## src/rtl/ofrm_pkg.sv

```systemverilog
package ofrm_pkg;

    localparam int CAPACITY  = 8;
    localparam int VAL_W     = 8;
    localparam int CNT_OUT_W = 4;
    localparam int IDX_W     = (CAPACITY > 1) ? $clog2(CAPACITY) : 1;
    localparam int CNT_W     = $clog2(CAPACITY + 1);
    localparam int SUM_W     = $clog2(255 * CAPACITY + 1);
    localparam int DIVD_W    = SUM_W + 1;
    localparam int DIVR_W    = CNT_W + 1;
    localparam int DIV_CNT_W = $clog2(DIVD_W + 1);

    localparam logic FUNC_INSERT = 1'b0;
    localparam logic FUNC_REMOVE = 1'b1;

    typedef logic [IDX_W-1:0] t_idx;
    typedef logic [CNT_W-1:0] t_cnt;
    typedef logic [SUM_W-1:0] t_sum;
    typedef logic [VAL_W-1:0] t_val;

    localparam t_cnt CAP_CNT  = CNT_W'(CAPACITY);
    localparam t_idx LAST_IDX = IDX_W'(CAPACITY - 1);

    // Operation handed to the queue store.
    typedef struct packed {
        logic func;
        t_val value;
    } t_q_cmd;

    // Queue state after the operation, plus what the operation returns.
    typedef struct packed {
        t_sum sum;
        t_cnt occ;
        t_val removed;
        logic error;
    } t_q_next;

    typedef struct packed {
        t_val                 mean;
        t_val                 removed_value;
        logic                 error;
        logic [CNT_OUT_W-1:0] count;
    } t_result;

    function automatic t_idx ofrm_inc(input t_idx idx);
        return (idx == LAST_IDX) ? '0 : idx + t_idx'(1);
    endfunction

    function automatic t_idx ofrm_wrap_add(input t_idx a, input t_idx b);
        logic [IDX_W:0] s;
        s = {1'b0, a} + {1'b0, b};
        if (s >= (IDX_W + 1)'(CAPACITY)) begin
            s = s - (IDX_W + 1)'(CAPACITY);
        end
        return s[IDX_W-1:0];
    endfunction

endpackage

```

## src/rtl/ofrm_if.sv

```systemverilog
interface ofrm_in_if;
    import ofrm_pkg::*;
    logic valid;
    logic ready;
    logic func;
    t_val value;
    modport source (output valid, output func, output value, input ready);
    modport sink   (input valid, input func, input value, output ready);
endinterface

interface ofrm_out_if;
    import ofrm_pkg::*;
    logic                 valid;
    logic                 ready;
    t_val                 mean;
    t_val                 removed_value;
    logic                 error;
    logic [CNT_OUT_W-1:0] count;
    modport source (output valid, output mean, output removed_value, output error,
                    output count, input ready);
    modport sink   (input valid, input mean, input removed_value, input error,
                    input count, output ready);
endinterface

```

## src/rtl/ofrm_queue.sv

```systemverilog
module ofrm_queue (
    input  logic             i_clk,
    input  logic             i_rst_n,
    input  logic             i_rd,
    input  logic             i_upd,
    input  ofrm_pkg::t_q_cmd i_cmd,
    output ofrm_pkg::t_q_next o_next
);
    import ofrm_pkg::*;

    t_val r_mem [CAPACITY];
    t_val r_rd_data;
    t_idx r_head;
    t_idx n_head;
    t_cnt r_occ;
    t_sum r_sum;
    t_idx tail;
    logic full;
    logic empty;
    logic wr_en;

    // Read data holds the oldest entry, fetched when the item was taken.
    always_comb begin
        full   = (r_occ == CAP_CNT);
        empty  = (r_occ == '0);
        n_head = r_head;
        wr_en  = 1'b0;
        tail   = ofrm_wrap_add(r_head, r_occ[IDX_W-1:0]);
        o_next = '0;
        o_next.sum = r_sum;
        o_next.occ = r_occ;
        if (i_cmd.func == FUNC_INSERT) begin
            wr_en = 1'b1;
            if (full) begin
                // The oldest slot is dropped and reused for the new value.
                n_head     = ofrm_inc(r_head);
                tail       = r_head;
                o_next.sum = r_sum - SUM_W'(r_rd_data) + SUM_W'(i_cmd.value);
            end else begin
                o_next.sum = r_sum + SUM_W'(i_cmd.value);
                o_next.occ = r_occ + t_cnt'(1);
            end
        end else if (empty) begin
            o_next.error = 1'b1;
        end else begin
            n_head         = ofrm_inc(r_head);
            o_next.occ     = r_occ - t_cnt'(1);
            o_next.sum     = r_sum - SUM_W'(r_rd_data);
            o_next.removed = r_rd_data;
        end
    end

    always_ff @(posedge i_clk) begin
        if (i_upd && wr_en) begin
            r_mem[tail] <= i_cmd.value;
        end
        if (i_rd) begin
            r_rd_data <= r_mem[r_head];
        end
    end

    always_ff @(posedge i_clk) begin
        if (!i_rst_n) begin
            r_head <= '0;
            r_occ  <= '0;
            r_sum  <= '0;
        end else if (i_upd) begin
            r_head <= n_head;
            r_occ  <= o_next.occ;
            r_sum  <= o_next.sum;
        end
    end

endmodule

```

## src/rtl/ofrm_div.sv

```systemverilog
module ofrm_div (
    input  logic                          i_clk,
    input  logic                          i_rst_n,
    input  logic                          i_start,
    input  logic [ofrm_pkg::DIVD_W-1:0]   i_dividend,
    input  logic [ofrm_pkg::DIVR_W-1:0]   i_divisor,
    output logic                          o_done,
    output ofrm_pkg::t_val                o_quot
);
    import ofrm_pkg::*;

    logic [DIVD_W-1:0]    r_dvd;
    logic [DIVD_W-1:0]    r_quot;
    logic [DIVR_W-1:0]    r_dvsr;
    logic [DIVR_W-1:0]    r_rem;
    logic [DIVR_W-1:0]    n_rem;
    logic [DIV_CNT_W-1:0] r_cnt;
    logic                 r_busy;
    logic                 r_done;
    logic [DIVR_W:0]      trial;
    logic [DIVR_W:0]      diff;
    logic                 ge;

    // One restoring step per cycle while busy: bring in the next dividend bit and subtract if it fits.
    always_comb begin
        trial = {r_rem, r_dvd[DIVD_W-1]};
        diff  = trial - {1'b0, r_dvsr};
        ge    = (trial >= {1'b0, r_dvsr});
        n_rem = ge ? diff[DIVR_W-1:0] : trial[DIVR_W-1:0];
    end

    always_ff @(posedge i_clk) begin
        if (i_start) begin
            r_dvd  <= i_dividend;
            r_dvsr <= i_divisor;
            r_rem  <= '0;
            r_quot <= '0;
        end else if (r_busy) begin
            r_dvd  <= {r_dvd[DIVD_W-2:0], 1'b0};
            r_rem  <= n_rem;
            r_quot <= {r_quot[DIVD_W-2:0], ge};
        end
    end

    always_ff @(posedge i_clk) begin
        if (!i_rst_n) begin
            r_busy <= 1'b0;
            r_done <= 1'b0;
            r_cnt  <= '0;
        end else begin
            r_done <= 1'b0;
            if (i_start) begin
                r_busy <= 1'b1;
                r_cnt  <= DIV_CNT_W'(DIVD_W);
            end else if (r_busy) begin
                r_cnt <= r_cnt - DIV_CNT_W'(1);
                if (r_cnt == DIV_CNT_W'(1)) begin
                    r_busy <= 1'b0;
                    r_done <= 1'b1;
                end
            end
        end
    end

    assign o_done = r_done;
    assign o_quot = r_quot[VAL_W-1:0];

endmodule

```

## src/rtl/overwrite_fifo_rounded_mean.sv

```systemverilog
// One item at a time: the input is not ready again until the result has moved to the output register.
// An insert waits for the bit-serial divider, one quotient bit per cycle (12 bits); a remove does not.
// Reset (synchronous, active low) empties the queue: head, count and sum return to zero.
// The value store itself is not cleared; only slots that hold a value are ever used.
module overwrite_fifo_rounded_mean (
    input  logic         i_clk,
    input  logic         i_rst_n,
    ofrm_in_if.sink      i_in,
    ofrm_out_if.source   o_out
);
    import ofrm_pkg::*;

    // Control sequence for one item:
    //   S_IDLE: take a transfer and fetch the oldest entry from the store.
    //   S_UPD : read-modify-write of the store and of head, count and sum.
    //   S_DIV : an insert waits here for the rounded mean.
    //   S_OUT : the result moves into the output register once it is free.
    localparam logic [1:0] S_IDLE = 2'd0;
    localparam logic [1:0] S_UPD  = 2'd1;
    localparam logic [1:0] S_DIV  = 2'd2;
    localparam logic [1:0] S_OUT  = 2'd3;

    logic [1:0]        r_state;
    logic [1:0]        n_state;
    t_q_cmd            r_cmd;
    t_q_next           q_next;
    t_result           r_res;
    t_result           r_out;
    logic              r_out_valid;
    logic              accept;
    logic              upd;
    logic              div_start;
    logic              div_done;
    t_val              div_quot;
    logic [DIVD_W-1:0] dividend;
    logic [DIVR_W-1:0] divisor;
    logic              out_load;

    assign i_in.ready = (r_state == S_IDLE);
    assign accept     = i_in.valid && i_in.ready;
    assign upd        = (r_state == S_UPD);
    assign div_start  = upd && (r_cmd.func == FUNC_INSERT);
    assign out_load   = (r_state == S_OUT) && (!r_out_valid || o_out.ready);

    // The store is read at the head on the transfer, so its registered data
    // is ready for the update in the following cycle.
    ofrm_queue u_queue (
        .i_clk   (i_clk),
        .i_rst_n (i_rst_n),
        .i_rd    (accept),
        .i_upd   (upd),
        .i_cmd   (r_cmd),
        .o_next  (q_next)
    );

    // Rounding half up: mean = floor((2*sum + n) / (2*n)).
    assign dividend = {q_next.sum, 1'b0} + DIVD_W'(q_next.occ);
    assign divisor  = {q_next.occ, 1'b0};

    ofrm_div u_div (
        .i_clk      (i_clk),
        .i_rst_n    (i_rst_n),
        .i_start    (div_start),
        .i_dividend (dividend),
        .i_divisor  (divisor),
        .o_done     (div_done),
        .o_quot     (div_quot)
    );

    always_comb begin
        n_state = r_state;
        unique case (r_state)
            S_IDLE: begin
                if (accept) begin
                    n_state = S_UPD;
                end
            end
            S_UPD: begin
                n_state = (r_cmd.func == FUNC_INSERT) ? S_DIV : S_OUT;
            end
            S_DIV: begin
                if (div_done) begin
                    n_state = S_OUT;
                end
            end
            S_OUT: begin
                if (out_load) begin
                    n_state = S_IDLE;
                end
            end
            default: begin
                n_state = S_IDLE;
            end
        endcase
    end

    always_ff @(posedge i_clk) begin
        if (!i_rst_n) begin
            r_state <= S_IDLE;
        end else begin
            r_state <= n_state;
        end
    end

    // Item and result holding registers carry payload only.
    always_ff @(posedge i_clk) begin
        if (accept) begin
            r_cmd.func  <= i_in.func;
            r_cmd.value <= i_in.value;
        end
        if (upd) begin
            // Every field but the mean is known once the store is updated.
            r_res.mean          <= '0;
            r_res.removed_value <= q_next.removed;
            r_res.error         <= q_next.error;
            r_res.count         <= CNT_OUT_W'(q_next.occ);
        end else if ((r_state == S_DIV) && div_done) begin
            r_res.mean <= div_quot;
        end
        if (out_load) begin
            r_out <= r_res;
        end
    end

    // The output register lets a finished result wait while the next item is taken.
    always_ff @(posedge i_clk) begin
        if (!i_rst_n) begin
            r_out_valid <= 1'b0;
        end else if (out_load) begin
            r_out_valid <= 1'b1;
        end else if (o_out.ready) begin
            r_out_valid <= 1'b0;
        end
    end

    assign o_out.valid         = r_out_valid;
    assign o_out.mean          = r_out.mean;
    assign o_out.removed_value = r_out.removed_value;
    assign o_out.error         = r_out.error;
    assign o_out.count         = r_out.count;

endmodule

```

## src/flat_wrapper.sv

```systemverilog
// flat-port wrapper written by rule: the top's interface ports become plain ports
module overwrite_fifo_rounded_mean_flat import ofrm_pkg::*;
  (i_clk, i_rst_n, i_in_valid, i_in_func, i_in_value, i_in_ready, o_out_valid, o_out_mean, o_out_removed_value, o_out_error, o_out_count, o_out_ready);
  ofrm_in_if i_in_i ();
  ofrm_out_if o_out_i ();
  input  logic i_clk;
  input  logic i_rst_n;
  input wire logic [$bits(i_in_i.valid)-1:0] i_in_valid;
  input wire logic [$bits(i_in_i.func)-1:0] i_in_func;
  input wire logic [$bits(i_in_i.value)-1:0] i_in_value;
  output wire logic [$bits(i_in_i.ready)-1:0] i_in_ready;
  output wire logic [$bits(o_out_i.valid)-1:0] o_out_valid;
  output wire logic [$bits(o_out_i.mean)-1:0] o_out_mean;
  output wire logic [$bits(o_out_i.removed_value)-1:0] o_out_removed_value;
  output wire logic [$bits(o_out_i.error)-1:0] o_out_error;
  output wire logic [$bits(o_out_i.count)-1:0] o_out_count;
  input wire logic [$bits(o_out_i.ready)-1:0] o_out_ready;
  assign i_in_i.valid = i_in_valid;
  assign i_in_i.func = i_in_func;
  assign i_in_i.value = i_in_value;
  assign i_in_ready = i_in_i.ready;
  assign o_out_valid = o_out_i.valid;
  assign o_out_mean = o_out_i.mean;
  assign o_out_removed_value = o_out_i.removed_value;
  assign o_out_error = o_out_i.error;
  assign o_out_count = o_out_i.count;
  assign o_out_i.ready = o_out_ready;
  overwrite_fifo_rounded_mean u_core (.i_clk(i_clk), .i_rst_n(i_rst_n), .i_in(i_in_i), .o_out(o_out_i));
endmodule
```

## config.mk

```make
export PLATFORM = sky130hd
export DESIGN_NAME = overwrite_fifo_rounded_mean_flat
export DESIGN_NICKNAME = d
export VERILOG_FILES = /design/src/rtl/ofrm_pkg.sv /design/src/rtl/ofrm_if.sv /design/src/rtl/ofrm_queue.sv /design/src/rtl/ofrm_div.sv /design/src/rtl/overwrite_fifo_rounded_mean.sv /design/src/flat_wrapper.sv
export SDC_FILE = /design/constraint.sdc
export NUM_CORES = 1
export LEC_CHECK = 0
export BUFFER_PORTS_ARGS = -buffer_cell sky130_fd_sc_hd__buf_2
export CELL_PAD_IN_SITES_DETAIL_PLACEMENT = 1
export CELL_PAD_IN_SITES_GLOBAL_PLACEMENT = 1
export CORE_UTILIZATION = 35
export DETAILED_ROUTE_END_ITERATION = 8
export PLACE_DENSITY_LB_ADDON = 0.1
export SYNTH_ARGS = -nofsm -noshare
export SYNTH_HDL_FRONTEND = slang
export SYNTH_HIERARCHICAL = 1
export SYNTH_SLANG_ARGS = --single-unit
```

## constraint.sdc

```tcl
create_clock -name i_clk -period 7.83 [get_ports i_clk]
set_input_delay 1.1745 -clock i_clk [delete_from_list [all_inputs] [get_ports i_clk]]
set_output_delay 1.1745 -clock i_clk [all_outputs]
set_load 0.02 [all_outputs]
```

Yosys cells after proc, flatten, opt, wreduce, memory -nomap -nowiden
Memories as Yosys holds them, arrays and structs flattened. A register that Yosys moved wholly into a read port is not among the register bits.
Index checks and enable logic that the tools add are counted.
{ "word_totals": {"ramBits": 64, "wordCells": 98, "input_bits": 13, "reg_bits": 107, "n_memories": 1, "out_inout_bits": 23} }
{ "op_classes": {"bitwise_logic": 3, "mux": 31, "magnitude_cmp": 2, "addsub": 11, "n_reduce_logical": 17, "eq_ne": 10} }
{ "memory_table": {"columns": ["name", "words", "width", "rd", "rd_clocked_by_memory_dff", "write_ports", "line", "rtl"], "rows": [
  ["u_core.u_queue.r_mem", 8, 8, 1, 1, 1, "ofrm_queue.sv:11", "t_val r_mem [CAPACITY];"]
]} }
{ "op_table": {"columns": ["cell", "count"], "rows": [
  ["2-to-1 mux 12 bit", 2],
  ["2-to-1 mux 23 bit", 1],
  ["adder 11 x 8 -> 11 bit", 2],
  ["2-to-1 mux 3 bit", 7],
  ["2-to-1 mux 15 bit", 1],
  ["adder 12 x 4 -> 12 bit", 1],
  ["2-to-1 mux 4 bit", 3],
  ["2-to-1 mux 1 bit", 11],
  ["2-to-1 mux 11 bit", 1],
  ["subtractor 11 x 8 -> 11 bit", 1],
  ["case mux 2 bit (4 select lines)", 1],
  ["subtractor 4 x 1 -> 4 bit, second input constant", 2],
  ["greater-or-equal comparator 6 x 5 -> 1 bit", 1],
  ["2-to-1 mux 2 bit", 3],
  ["inequality test 2 bit, second input constant", 3],
  ["AND reduction 3 bit", 2],
  ["nonzero test 2 bit", 3],
  ["logical AND 1 bit", 5],
  ["2-to-1 mux 5 bit", 1],
  ["subtractor 5 bit", 1],
  ["adder 3 x 3 -> 4 bit", 1],
  ["adder 4 x 1 -> 4 bit, second input constant", 1],
  ["== test 2 bit, second input constant", 2],
  ["== test 4 x 1 -> 1 bit, second input constant", 1],
  ["other kinds (14)", 17]
]} }

Longest topological paths before layout
Gate-level depths: netlist of the first run.
{ "logic_depth": {"ltp_word": 6, "mapped_depth": 19, "ltp_nobuf": 19} }

By module
The synthesis of the first run kept the hierarchy.
{ "modules_own_cells": {"columns": ["module", "seq_area_each_um2", "n_inst", "cells_per_inst", "area_each_um2"], "rows": [
  ["ofrm_queue", 2522.4, 1, 416, 4991.0],
  ["overwrite_fifo_rounded_mean", 1511.4, 1, 142, 2099.5],
  ["ofrm_div", 890.9, 1, 137, 1651.6]
]} }

Worst setup path before layout of the first run
OpenSTA, ideal clock, no wires.
{ "synth_path": {"kind": "register to register", "start": "register u_core.u_queue.r_occ[0]", "end": "register u_core.u_div.r_dvd[11] (data pin)", "t_arrival_ps": 4041, "setup_time_ps": 260, "path_stages_with_launch": 19, "setup_slack_ps": 3530, "n_path_buf": 2, "cell_sequence": "dfxtp_1 -> inv_1 -> ha_1 -> nand3b_4 -> clkbuf_1 -> clkbuf_1 -> o21ai_0 -> ha_1 -> fa_1 -> a21oi_1 -> o211ai_1 -> o31a_1 -> o31ai_1 -> a21o_1 -> xor2_1 -> and3_1 -> o2111ai_1 -> xnor2_1 -> mux2_2"} }
{ "synth_rtl": {"columns": ["item", "line", "rtl"], "rows": [
  ["from (decl)", "ofrm_queue.sv:15", "t_cnt r_occ;"],
  ["from (signal assigned)", "ofrm_queue.sv:69", "r_occ <= o_next.occ;"],
  ["to (signal assigned)", "ofrm_div.sv:34", "r_dvd <= i_dividend;"],
  ["to (signal assigned)", "ofrm_div.sv:39", "r_dvd <= {r_dvd[DIVD_W-2:0], 1'b0};"],
  ["to (decl)", "ofrm_div.sv:12", "logic [DIVD_W-1:0] r_dvd;"]
]} }

==> flow_metrics.tcl, run 1 <==
set metrics [dict create \
    coreArea_um2 24400 \
    die_y_um 160 \
    root_buffer "clkbuf_16" \
    area_growth_pct 12.6 \
    nets 783 \
    hpwl_mm 14.5 \
    ys_ff_latch 180 \
    grt_pass1_vias 5836 \
    yosys_warnings 6 \
    drc 0 \
    reg2reg_slack_ns 2.92 \
    layout-drive-gt1-share_pct 19.6 \
    synth_top_cell_by_area "edfxtp_1" \
    place_inst 1031 \
    worst_ep_required_time_ns 8.02 \
    crit_path_end_kind "flop" \
    clkLatencyLatePin_ns 0.45 \
    dr.pass1.iters 4 \
    fin_crit_sh_pct 62.7 \
    avgSynthCellArea_um2 12.6 \
    die_area_um2 25600 \
    setup_viol 0 \
    drv_slew 0 \
    routedWlPerCell_um 19.1 \
    rows 57 \
    hold_violations 0 \
    startpoint_type "flop" \
    synth_cell_type_count 76 \
    antennaDiodeCount 0 \
    cts-buffers-inserted 17 \
    grt_start_max_net_pins 43 \
    fin_skew_ns 0.0246 \
    htreeDepth 4 \
    io_buffers 35 \
    gr-total-overflow 0 \
    power_density_nw_per_um2 426 \
    slew_headroom_pct 27.0 \
    fin_cells 1063 \
    antenna_found_initial 0 \
    fp.dieW_um 160 \
    via_per_inst 5.22 \
    start_util_pct 35.8 \
    netlist_instances 695 \
    synthTopCellsByArea "edfxtp_1 45%, dfxtp_1 11%, ha_1 5.6%" \
    final.fill_count 2608 \
    synth_edf_count 132 \
    worst_pin_slew_ns 1.09 \
    ctsHoldBuffers 0 \
    hp-class "reg -> reg" \
    cts_sinks 180 \
    first_iter_violations 251 \
    ioPinCount 36 \
    outcome "completed" \
    synth_fp_nets 752 \
    drv_cap 0 \
    grtUsageTotal_pct 16.6 \
    via_count 5547 \
    rsz0062_at_grt "no" \
    cts_tree "done" \
    syn_area_um2 8740 \
    cp_max_fo 4 \
    critical_path_class "reg -> reg" \
    place.gp.congestion 0.771 \
    cts_resized 0 \
    ys_async_sr_fraction_pct 0 \
    yosysTopAreaCellShare_pct 45.3 \
    ir_drop_mv 0.150 \
    cts_max_path_buffers 2 \
    seq_area_frac_synth_pct 56.3 \
    clk_pin_slew_ns 0.08 \
    post-cts-setup-buffers 0 \
    synth_ff_type "edfxtp_1" \
    p_leak_uw 0.00360 \
    cp.arrival_ns 5.10 \
    setup_tns_ns 0 \
    grt_pass1_wl_mm 32.2 \
    postRouteAntennaNets 0 \
    fmax_mhz 204 \
    period_needed_ns 4.91 \
    routed_wl_mm 20.3 \
]
cell usage after synthesis (all sizes together), types with 4 or more instances:
master and n:
nand3b 5, xor2 13, fa 5, and3 7
clkbuf 12, and2 4, a21oi 34, inv 36
buf 15, or2 4, or3 7, a211oi 8
xnor2 16, a31oi 7, o31ai 4, nor3 15
nand2b 5, nor2b 6, mux2i 15, nand2 47
nor2 60, o21a 8, o31a 4, o2111ai 4
edfxtp 132, ha 39, o21ai 26, nand3 25
nand4 4, mux4 16, mux2 24, dfxtp 48
registers in the layout, indices dropped and copies added (netlist names), 2 cells and up:
signal and cells:
u_core/o_out.count 4, u_core/o_out.mean 8, u_core/o_out.removed_value 8, u_core/r_cmd 9, u_core/r_res 21, u_core/r_state 2, u_core/u_div/r_cnt 4, u_core/u_div/r_dvd 12
u_core/u_div/r_dvsr 5, u_core/u_div/r_quot 8, u_core/u_div/r_rem 5, u_core/u_queue/r_head 3, u_core/u_queue/r_mem 64, u_core/u_queue/r_occ 4, u_core/u_queue/r_rd_data 8, u_core/u_queue/r_sum 11
layout by cell type (no fill, tap or decap), types with 5 or more instances in the layout:
cell         n
edfxtp_1   132
nor2_1      59
dfxtp_1     48
nand2_1     45
ha_1        38
buf_2       35
inv_1       35
a21oi_1     31
nand3_1     24
o21ai_0     23
mux2_2      18
clkbuf_16   17
xnor2_1     16
mux4_2      16
mux2i_1     15
xor2_1      13
nor3_1      11
o21a_1       8
and3_1       7
a31oi_1      7
mux2_1       6
inv_8        5
fa_1         5
a211oi_1     5
power breakdown:
| group | switching [uW] | internal (uW) |
|---|---|---|
| registers | 149 | 1300 |
| clock network | 429 | 434 |
| logic | 1150 | 727 |
worst paths after layout:
kind	start	cells after the start	end
worst min-delay path	u_core/r_res[2]$_DFFE_PN_	0	u_core/o_out.count[2]$_DFFE_PP_
worst min register to register	u_core/r_res[2]$_DFFE_PN_	0	u_core/o_out.count[2]$_DFFE_PP_
worst max-delay path	u_core/u_queue/r_rd_data[1]$_DFFE_PP_	19	u_core/u_div/r_dvd[11]$_DFFE_PP_
worst max register to register	u_core/u_queue/r_rd_data[1]$_DFFE_PP_	19	u_core/u_div/r_dvd[11]$_DFFE_PP_
kinds of logic (layout without fill, tap and decap cells):
group	after synthesis	count (layout)	synth area share, %
DFF	180	180	56.3
xor gates and xnor gates	29	29	2.91
other	1	1	0.0429
muxes	55	55	8.93
and+or+nand+nor	195	195	11.0
AOI/OAI and AO/OA	128	128	10.8
adders and majority gates	44	44	6.73
buffers and inverters	63	107	3.21
layer usage:
metal / global-route usage [%] / vias up / share of wire (%)
li1: - / 2640 / -
met1: 20.0 / 2821 / 44
met2: 29.8 / 64 / 52
met3: 2.81 / 22 / 2.0
met4: 5.63 / 0 / 1.6
met5: 0 / - / 0
critical path, stage by stage (launching register included):
cell and delay (ns):
edfxtp_1 0.42, inv_1 0.11, ha_1 0.23, nor2b_1 0.15, o31ai_1 0.47, a21boi_0 0.21, or3_1 0.36, nand3b_1 0.09
nand2_1 0.08, ha_1 0.29, o21a_1 0.12, o211a_1 0.20, a221oi_1 0.46, nor3_1 0.13, or3_1 0.37, nand3_1 0.10
xor2_1 0.26, o2111ai_1 0.18, xnor2_1 0.16, mux2_2 0.26
metrics by stage:
stage	hold slack [ns]	utilization (%)	setup WS, ns	cell area, um2	total power (uW)
floorplan	0.400	-	3.53	8740	2840
global placement	0.405	37.9	3.09	9240	3310
detailed placement	0.409	37.9	2.88	9240	3370
CTS	0.426	40.3	2.87	9840	4260
global route	0.428	40.3	2.50	9840	4490
finish	0.424	40.3	2.92	9840	4190
layout make-up:
class,count,area [um2],share of cell area (%)
Timing Repair Buffer,39,205,2.09
Tap cell,324,405,4.12
Multi-Input combinational cell,452,3560,36.2
Clock buffer,17,425,4.32
Sequential cell,180,4920,50.0
Inverter,36,135,1.37
Clock inverter,15,180,1.83
Note: power is estimated with default switching activity, not from simulation.
==> inputs of run 2 (changes only) <==
--- a/config.mk
+++ b/config.mk
@@ -5,6 +5,7 @@
 export SDC_FILE = /design/constraint.sdc
 export NUM_CORES = 1
 export LEC_CHECK = 0
+export ABC_AREA = 1
 export BUFFER_PORTS_ARGS = -buffer_cell sky130_fd_sc_hd__buf_2
 export CELL_PAD_IN_SITES_DETAIL_PLACEMENT = 1
 export CELL_PAD_IN_SITES_GLOBAL_PLACEMENT = 1
==> constraint.sdc (replaced) <==
create_clock -name i_clk -period 5.1 [get_ports i_clk]
set_input_delay 0.765 -clock i_clk [delete_from_list [all_inputs] [get_ports i_clk]]
set_output_delay 0.765 -clock i_clk [all_outputs]
set_load 0.02 [all_outputs]
==> run 2 against run 1 <==
Compared with the run above: sequential cell count is the same; synthesized cell count rose by 35%; non-clock buffer count is 3 higher; power up 55%; clock-buffer cell count stayed put; critical path type unchanged.
==> flow_metrics.tcl, run 2 <==
set metrics [dict create \
    fin_hold_ws_ns 0.422 \
    antenna_found_initial 0 \
    crit_path_end_kind "flop" \
    setup_tns_ns 0 \
    period_needed_ns 4.00 \
    ctsHoldBuffers 0 \
    place.gp.congestion 0.738 \
    fin_util_pct 40.2 \
    routedWlPerCell_um 17.0 \
    drv_cap 0 \
    fin_skew_ns 0.0211 \
    yosysTopAreaCellShare_pct 44.5 \
    cts-buffers-inserted 17 \
    p_seq_share_pct 33.8 \
    start_util_pct 35.6 \
    ir_drop_mv 0.233 \
    dr.pass1.iters 4 \
    outcome "completed" \
    io_buffers 35 \
    nets 1037 \
    die_y_um 162 \
    worst_ep_required_time_ns 5.29 \
    coreArea_um2 25000 \
    ys_async_sr_fraction_pct 0 \
    hpwl_mm 16.0 \
    grt_start_max_net_pins 37 \
    avgSynthCellArea_um2 9.46 \
    ioPinCount 36 \
    fp.dieW_um 162 \
    gr-total-overflow 0 \
    synth_top_cell_by_area "edfxtp_1" \
    grt_pass1_wl_mm 35.7 \
    rows 58 \
    postRouteAntennaNets 0 \
    cts_tree "done" \
    ys_top_cells_by_count "193 x nand2_1, 132 x edfxtp_1, 122 x nor2_1" \
    total_power_uw 6480 \
    p_switching_uw 2870 \
    setup_viol 0 \
    crit_top_cell "nand2_1" \
    p_int_uw 3610 \
    worst_pin_slew_ns 0.936 \
    clkLatencyLatePin_ns 0.44 \
    critical_path_class "reg -> reg" \
    slowest_delay_ns 0.42 \
    synth_edf_count 132 \
    fmax_mhz 250 \
    swShare_pct 44.3 \
    clk_pin_slew_ns 0.08 \
    htreeDepth 4 \
    clkPwrFrac_pct 21.2 \
    netlist_instances 941 \
    startpoint_type "flop" \
    antennaDiodeCount 0 \
    synth_cell_type_count 46 \
    reg_top3 "u_core/u_queue/r_mem x64, u_core/r_res x21, u_core/u_div/r_dvd x12" \
    grtUsageTotal_pct 18.1 \
    routed_wl_mm 22.5 \
    area_growth_pct 13.0 \
    root_buffer "clkbuf_16" \
    synth_fp_nets 998 \
    syn_area_um2 8910 \
    via_per_inst 4.77 \
    final_common_cell "nand2_1" \
    seq_area_frac_synth_pct 55.3 \
    slew_headroom_pct 37.3 \
    final_cell_mix "193 x nand2_1, 132 x edfxtp_1, 121 x nor2_1" \
    cpMaxStageDelayCell "fa_1" \
    fin_crit_sh_pct 78.5 \
    grt_pass1_vias 6425 \
    post-cts-setup-buffers 0 \
    hp-class "reg -> reg" \
    yosys.cell_count.top_type "nand2_1" \
    synthTopCellsByArea "edfxtp_1 45%, dfxtp_1 11%, nand2_1 8.1%" \
    yosys_warnings 6 \
    synth_ff_type "edfxtp_1" \
    drc 0 \
    regMostFlops "u_core/u_queue/r_mem" \
    drv_slew 0 \
    via_count 6311 \
    first_iter_violations 294 \
    combPwrFrac_pct 45.0 \
    rsz0062_at_grt "no" \
    cp.arrival_ns 4.19 \
    ys_ff_latch 180 \
    die_area_um2 26100 \
    layout-drive-gt1-share_pct 13.5 \
    power_density_nw_per_um2 644 \
    cts_sinks 180 \
    cts_max_path_buffers 2 \
    p_leak_uw 0.00419 \
    largest_reg_flops 64 \
    cts_resized 0 \
    hold_violations 0 \
    cp_max_fo 4 \
]
==> run 2: cell count changes in the layout (fill, tap and decap cells not counted), sizes merged, moves of 13 or more <==
cell / change
inv: +80
mux2: -24
mux2i: -15
mux4: -16
nand2: +162
nand3: +20
nor2: +75
nor3: -13
o21ai: +52
o22ai: +17
==> run 2: logic make-up (layout without fill, tap and decap cells) <==
family	count (synthesis)	after routing	share of synthesized area (%)
other	1	1	0.0421
xor gates and xnor gates	17	17	1.67
AOI/OAI and AO/OA	154	154	9.88
DFF	180	180	55.3
adders and majority gates	44	44	6.60
buffers and inverters	142	194	6.35
and+or+nand+nor	403	403	20.2
==> run 2: metal layers <==
metal | routed length [um] | part of all wire (%) | vias to the layer above | GRT usage [%]
li1 | - | - | 3204 | -
met1 | 11200 | 49 | 3018 | 24.2
met2 | 10700 | 47 | 73 | 30.5
met3 | 454 | 2.0 | 16 | 2.93
met4 | 240 | 1.1 | 0 | 4.72
met5 | 0 | 0 | - | 0
==> run 2: layout make-up <==
class	count	area, um2
Clock inverter	15	204
Sequential cell	180	4920
Fill cell	2873	15000
Multi-Input combinational cell	619	3420
Timing Repair Buffer	42	228
Tap cell	330	413
Inverter	120	450
Clock buffer	17	425
==> run 2: worst paths after layout <==
path	startpoint	end	slack [ns]	depth (start not counted)
hold reg to reg	u_core/r_res[6]$_DFFE_PN_	u_core/o_out.removed_value[1]$_DFFE_PP_	0.42	0
hold / removal	u_core/r_res[6]$_DFFE_PN_	u_core/o_out.removed_value[1]$_DFFE_PP_	0.42	0
setup reg to reg	u_core/u_queue/r_rd_data[0]$_DFFE_PP_	u_core/u_div/r_dvd[11]$_DFFE_PP_	1.10	26
setup / recovery	u_core/u_queue/r_rd_data[0]$_DFFE_PP_	u_core/u_div/r_dvd[11]$_DFFE_PP_	1.10	26
==> run 2: power by group through the flow <==
stage          Combinational, uW  Clock (uW)  Sequential, uW
3_3_place_gp                2930           0            2230
2_1_floorplan               2180           0            2170
5_1_grt                     3320        1470            2230
6_report                    2920        1370            2190
4_1_cts                     2970        1420            2200
3_5_place_dp                2940           0            2230
==> run 2: metrics by stage <==
step	std cells	setup WS, ns	cell area [um2]
5_1_grt	1323	0.707	10100
2_1_floorplan	941	1.60	8910
4_1_cts	1323	1.11	10100
6_report	1323	1.10	10100
3_3_place_gp	1291	1.16	9440
3_5_place_dp	1291	1.11	9440
==> run 2: worst max-delay path: cells and delay by family, from the launching register on <==
family	cells	cell delay, ns
adder cells (fa/ha/maj)	3	1.07
flip-flops	1	0.40
buffers and inverters	1	0.10
XOR/XNOR	1	0.21
AND/OR/NAND/NOR	18	1.45
AO/OA/AOI/OAI	3	0.52
==> inputs of run 3 (changes only) <==
==> constraint.sdc (replaced) <==
create_clock -name i_clk -period 3.95 [get_ports i_clk]
set_input_delay 0.5925 -clock i_clk [delete_from_list [all_inputs] [get_ports i_clk]]
set_output_delay 0.5925 -clock i_clk [all_outputs]
set_load 0.02 [all_outputs]
==> run 3 against run 2 <==
Compared with the run above: critical path depth is 3 lower; sequential cell count is the same; wire length is 1.9% higher; first-iteration DRC count shrank 3.1%; power rose by 33%; register-to-register slack got worse by 0.83 ns; cell count rose by 1.4%; combinational power increased by 37%; clock power rose by 29%; global-route usage rose by 0.43 points; clock-buffer cell count did not move; via count rose by 1.9%.
==> flow_metrics.tcl, run 3 (same netlist as run 2, synthesis figures left out) <==
set metrics [dict create \
    outcome "completed" \
    largest_reg_flops 64 \
    grt_use_met1_pct 24.8 \
    swShare_pct 43.9 \
    clk_pin_slew_ns 0.08 \
    regMostFlops "u_core/u_queue/r_mem" \
    routed_wl_mm 23.0 \
    cp_max_fo 5 \
    root_buffer "clkbuf_16" \
    area_growth_pct 14.9 \
    nets 1055 \
    dr.pass1.iters 4 \
    worst_ep_required_time_ns 4.15 \
    drv_slew 0 \
    cts_tree "done" \
    grtUsageTotal_pct 18.6 \
    cts_max_path_buffers 2 \
    grt_pass1_vias 6519 \
    drc 0 \
    worst_pin_slew_ns 0.868 \
    reg_top3 "u_core/u_queue/r_mem x64, u_core/r_res x21, u_core/u_div/r_dvd x12" \
    use_met3_pct 3.13 \
    fp.dieW_um 162 \
    htreeDepth 4 \
    startpoint "u_core/u_queue/r_rd_data[2]$_DFFE_PP_" \
    via_count 6431 \
    first_iter_violations 285 \
    place_inst 1305 \
    p_int_uw 4830 \
    clkPwrFrac_pct 20.6 \
    rows 58 \
    place.gp.congestion 0.800 \
    p_seq_share_pct 32.9 \
    power_density_nw_per_um2 841 \
    postRouteAntennaNets 0 \
    hpwl_mm 16.5 \
    fmax_mhz 271 \
    startpoint_type "flop" \
    dpl_cell_area_um2 9540 \
    final.fill_count 2889 \
    grt_start_max_net_pins 36 \
    p_switching_uw 3780 \
    cts-buffers-inserted 17 \
    combPwrFrac_pct 46.5 \
    final_area_um2 10200 \
    top_usage_layer "met2" \
    hp-start "i_in_value[0]" \
    layout-drive-gt1-share_pct 16.1 \
    slew_headroom_pct 41.9 \
    critical_path_class "reg -> reg" \
    period_needed_ns 3.69 \
    cp.arrival_ns 3.89 \
    final_common_cell "nand2_1" \
    p_leak_uw 0.00428 \
    die_y_um 162 \
    fin_crit_sh_pct 93.3 \
    fin_skew_ns 0.0138 \
    total_power_uw 8610 \
    final_cell_mix "192 x nand2_1, 132 x edfxtp_1, 119 x nor2_1" \
    drv_cap 0 \
    start_util_pct 35.6 \
    ioPinCount 36 \
    routedWlPerCell_um 17.1 \
    die_area_um2 26100 \
    cts_sinks 180 \
    coreArea_um2 25000 \
    setup_viol 0 \
    clkLatencyLatePin_ns 0.45 \
    reg2reg_from "u_core/u_queue/r_rd_data[2]$_DFFE_PP_" \
    fin_cells 1341 \
    via_per_inst 4.80 \
    grt_pass1_wl_mm 36.4 \
    gr-total-overflow 0 \
    met2_usage_pct 31.4 \
    antennaDiodeCount 0 \
    antenna_found_initial 0 \
    crit_path_end_kind "flop" \
    hp-class "in -> reg" \
    hold_violations 0 \
    io_buffers 35 \
    ir_drop_mv 0.267 \
]
-- run 3: changes by cell type in the layout (fill, tap and decap cells not counted), moves of 2 or more --
cell | before | now
o21ai_2 | 1 | 4
nor2_2 | 5 | 7
ha_1 | 39 | 37
o21ai_0 | 66 | 63
inv_12 | 1 | 3
ha_2 | 0 | 2
buf_4 | 7 | 25
nor2_1 | 121 | 119
clkinv_8 | 8 | 5
-- run 3: final cells by class --
type,instances,area (um2),share of cell area [%]
well taps,330,413,4.03
flip-flops and latches,180,4920,48.1
clock inverters,15,198,1.93
clock buffers,17,425,4.16
repair buffers,60,363,3.55
inverters,120,450,4.40
multi-input cells,619,3460,33.8
-- run 3: per-stage QoR --
stage          hold slack, ns  util [%]  setup TNS [ns]  setup WS, ns
6_report                0.322      40.9               0         0.264
5_1_grt                 0.299      40.9        -0.00221      -0.00191
4_1_cts                 0.306      40.6               0        0.0483
3_5_place_dp            0.406      38.1               0        0.0513
3_3_place_gp            0.405      38.1               0         0.208
2_1_floorplan           0.400         -               0         0.452
-- run 3: power groups by stage --
stage               combinational (uW)  sequential, uW  clock, uW
detailed placement                3900            2880          0
finish                            4000            2830       1770
global placement                  3890            2870          0
global route                      4520            2890       1900
floorplan                         2810            2810          0
CTS                               3930            2840       1820
-- run 3: worst max-delay path, cell delays in order (launching register included) --
cell	delay, ns
edfxtp_1	0.38
inv_1	0.10
ha_2	0.31
nand2_1	0.08
nand2_1	0.07
o21bai_1	0.17
xor2_1	0.26
o21ai_0	0.13
ha_1	0.33
inv_1	0.08
o21ai_2	0.24
nand2_1	0.09
nand2_1	0.08
xor2_1	0.14
nand2_1	0.06
o21ai_1	0.17
a21o_1	0.17
nand2_1	0.10
nor2_1	0.20
nand2_1	0.08
nand2_1	0.06
nand2_1	0.05
nand2_1	0.06
nand2_1	0.05
-- run 3: per-layer routing --
metal,vias to the layer above,share of wire (%),routed length (um)
li1,3238,-,-
met1,3097,49,11200
met2,80,48,11100
met3,16,2.5,576
met4,0,0.84,193
met5,-,0,0
-- run 3: path summary, 6_finish.rpt --
kind	slack, ns	cells past startpoint	end
max	0.26	23	u_core/u_div/r_dvd[8]$_DFFE_PP_
min	0.32	1	u_core/r_cmd[0]$_DFFE_PP_
max reg2reg	0.26	23	u_core/u_div/r_dvd[8]$_DFFE_PP_
min reg2reg	0.42	0	u_core/o_out.removed_value[0]$_DFFE_PP_
-- run 3: timing repair --
| item | 4_1_cts | 5_1_grt |
|---|---|---|
| endpoints found under the setup margin | 0 | 5 |
| buffers inserted | 0 | 4 |
| hold buffers | 0 | 0 |
| gates resized for setup | 0 | 14 |
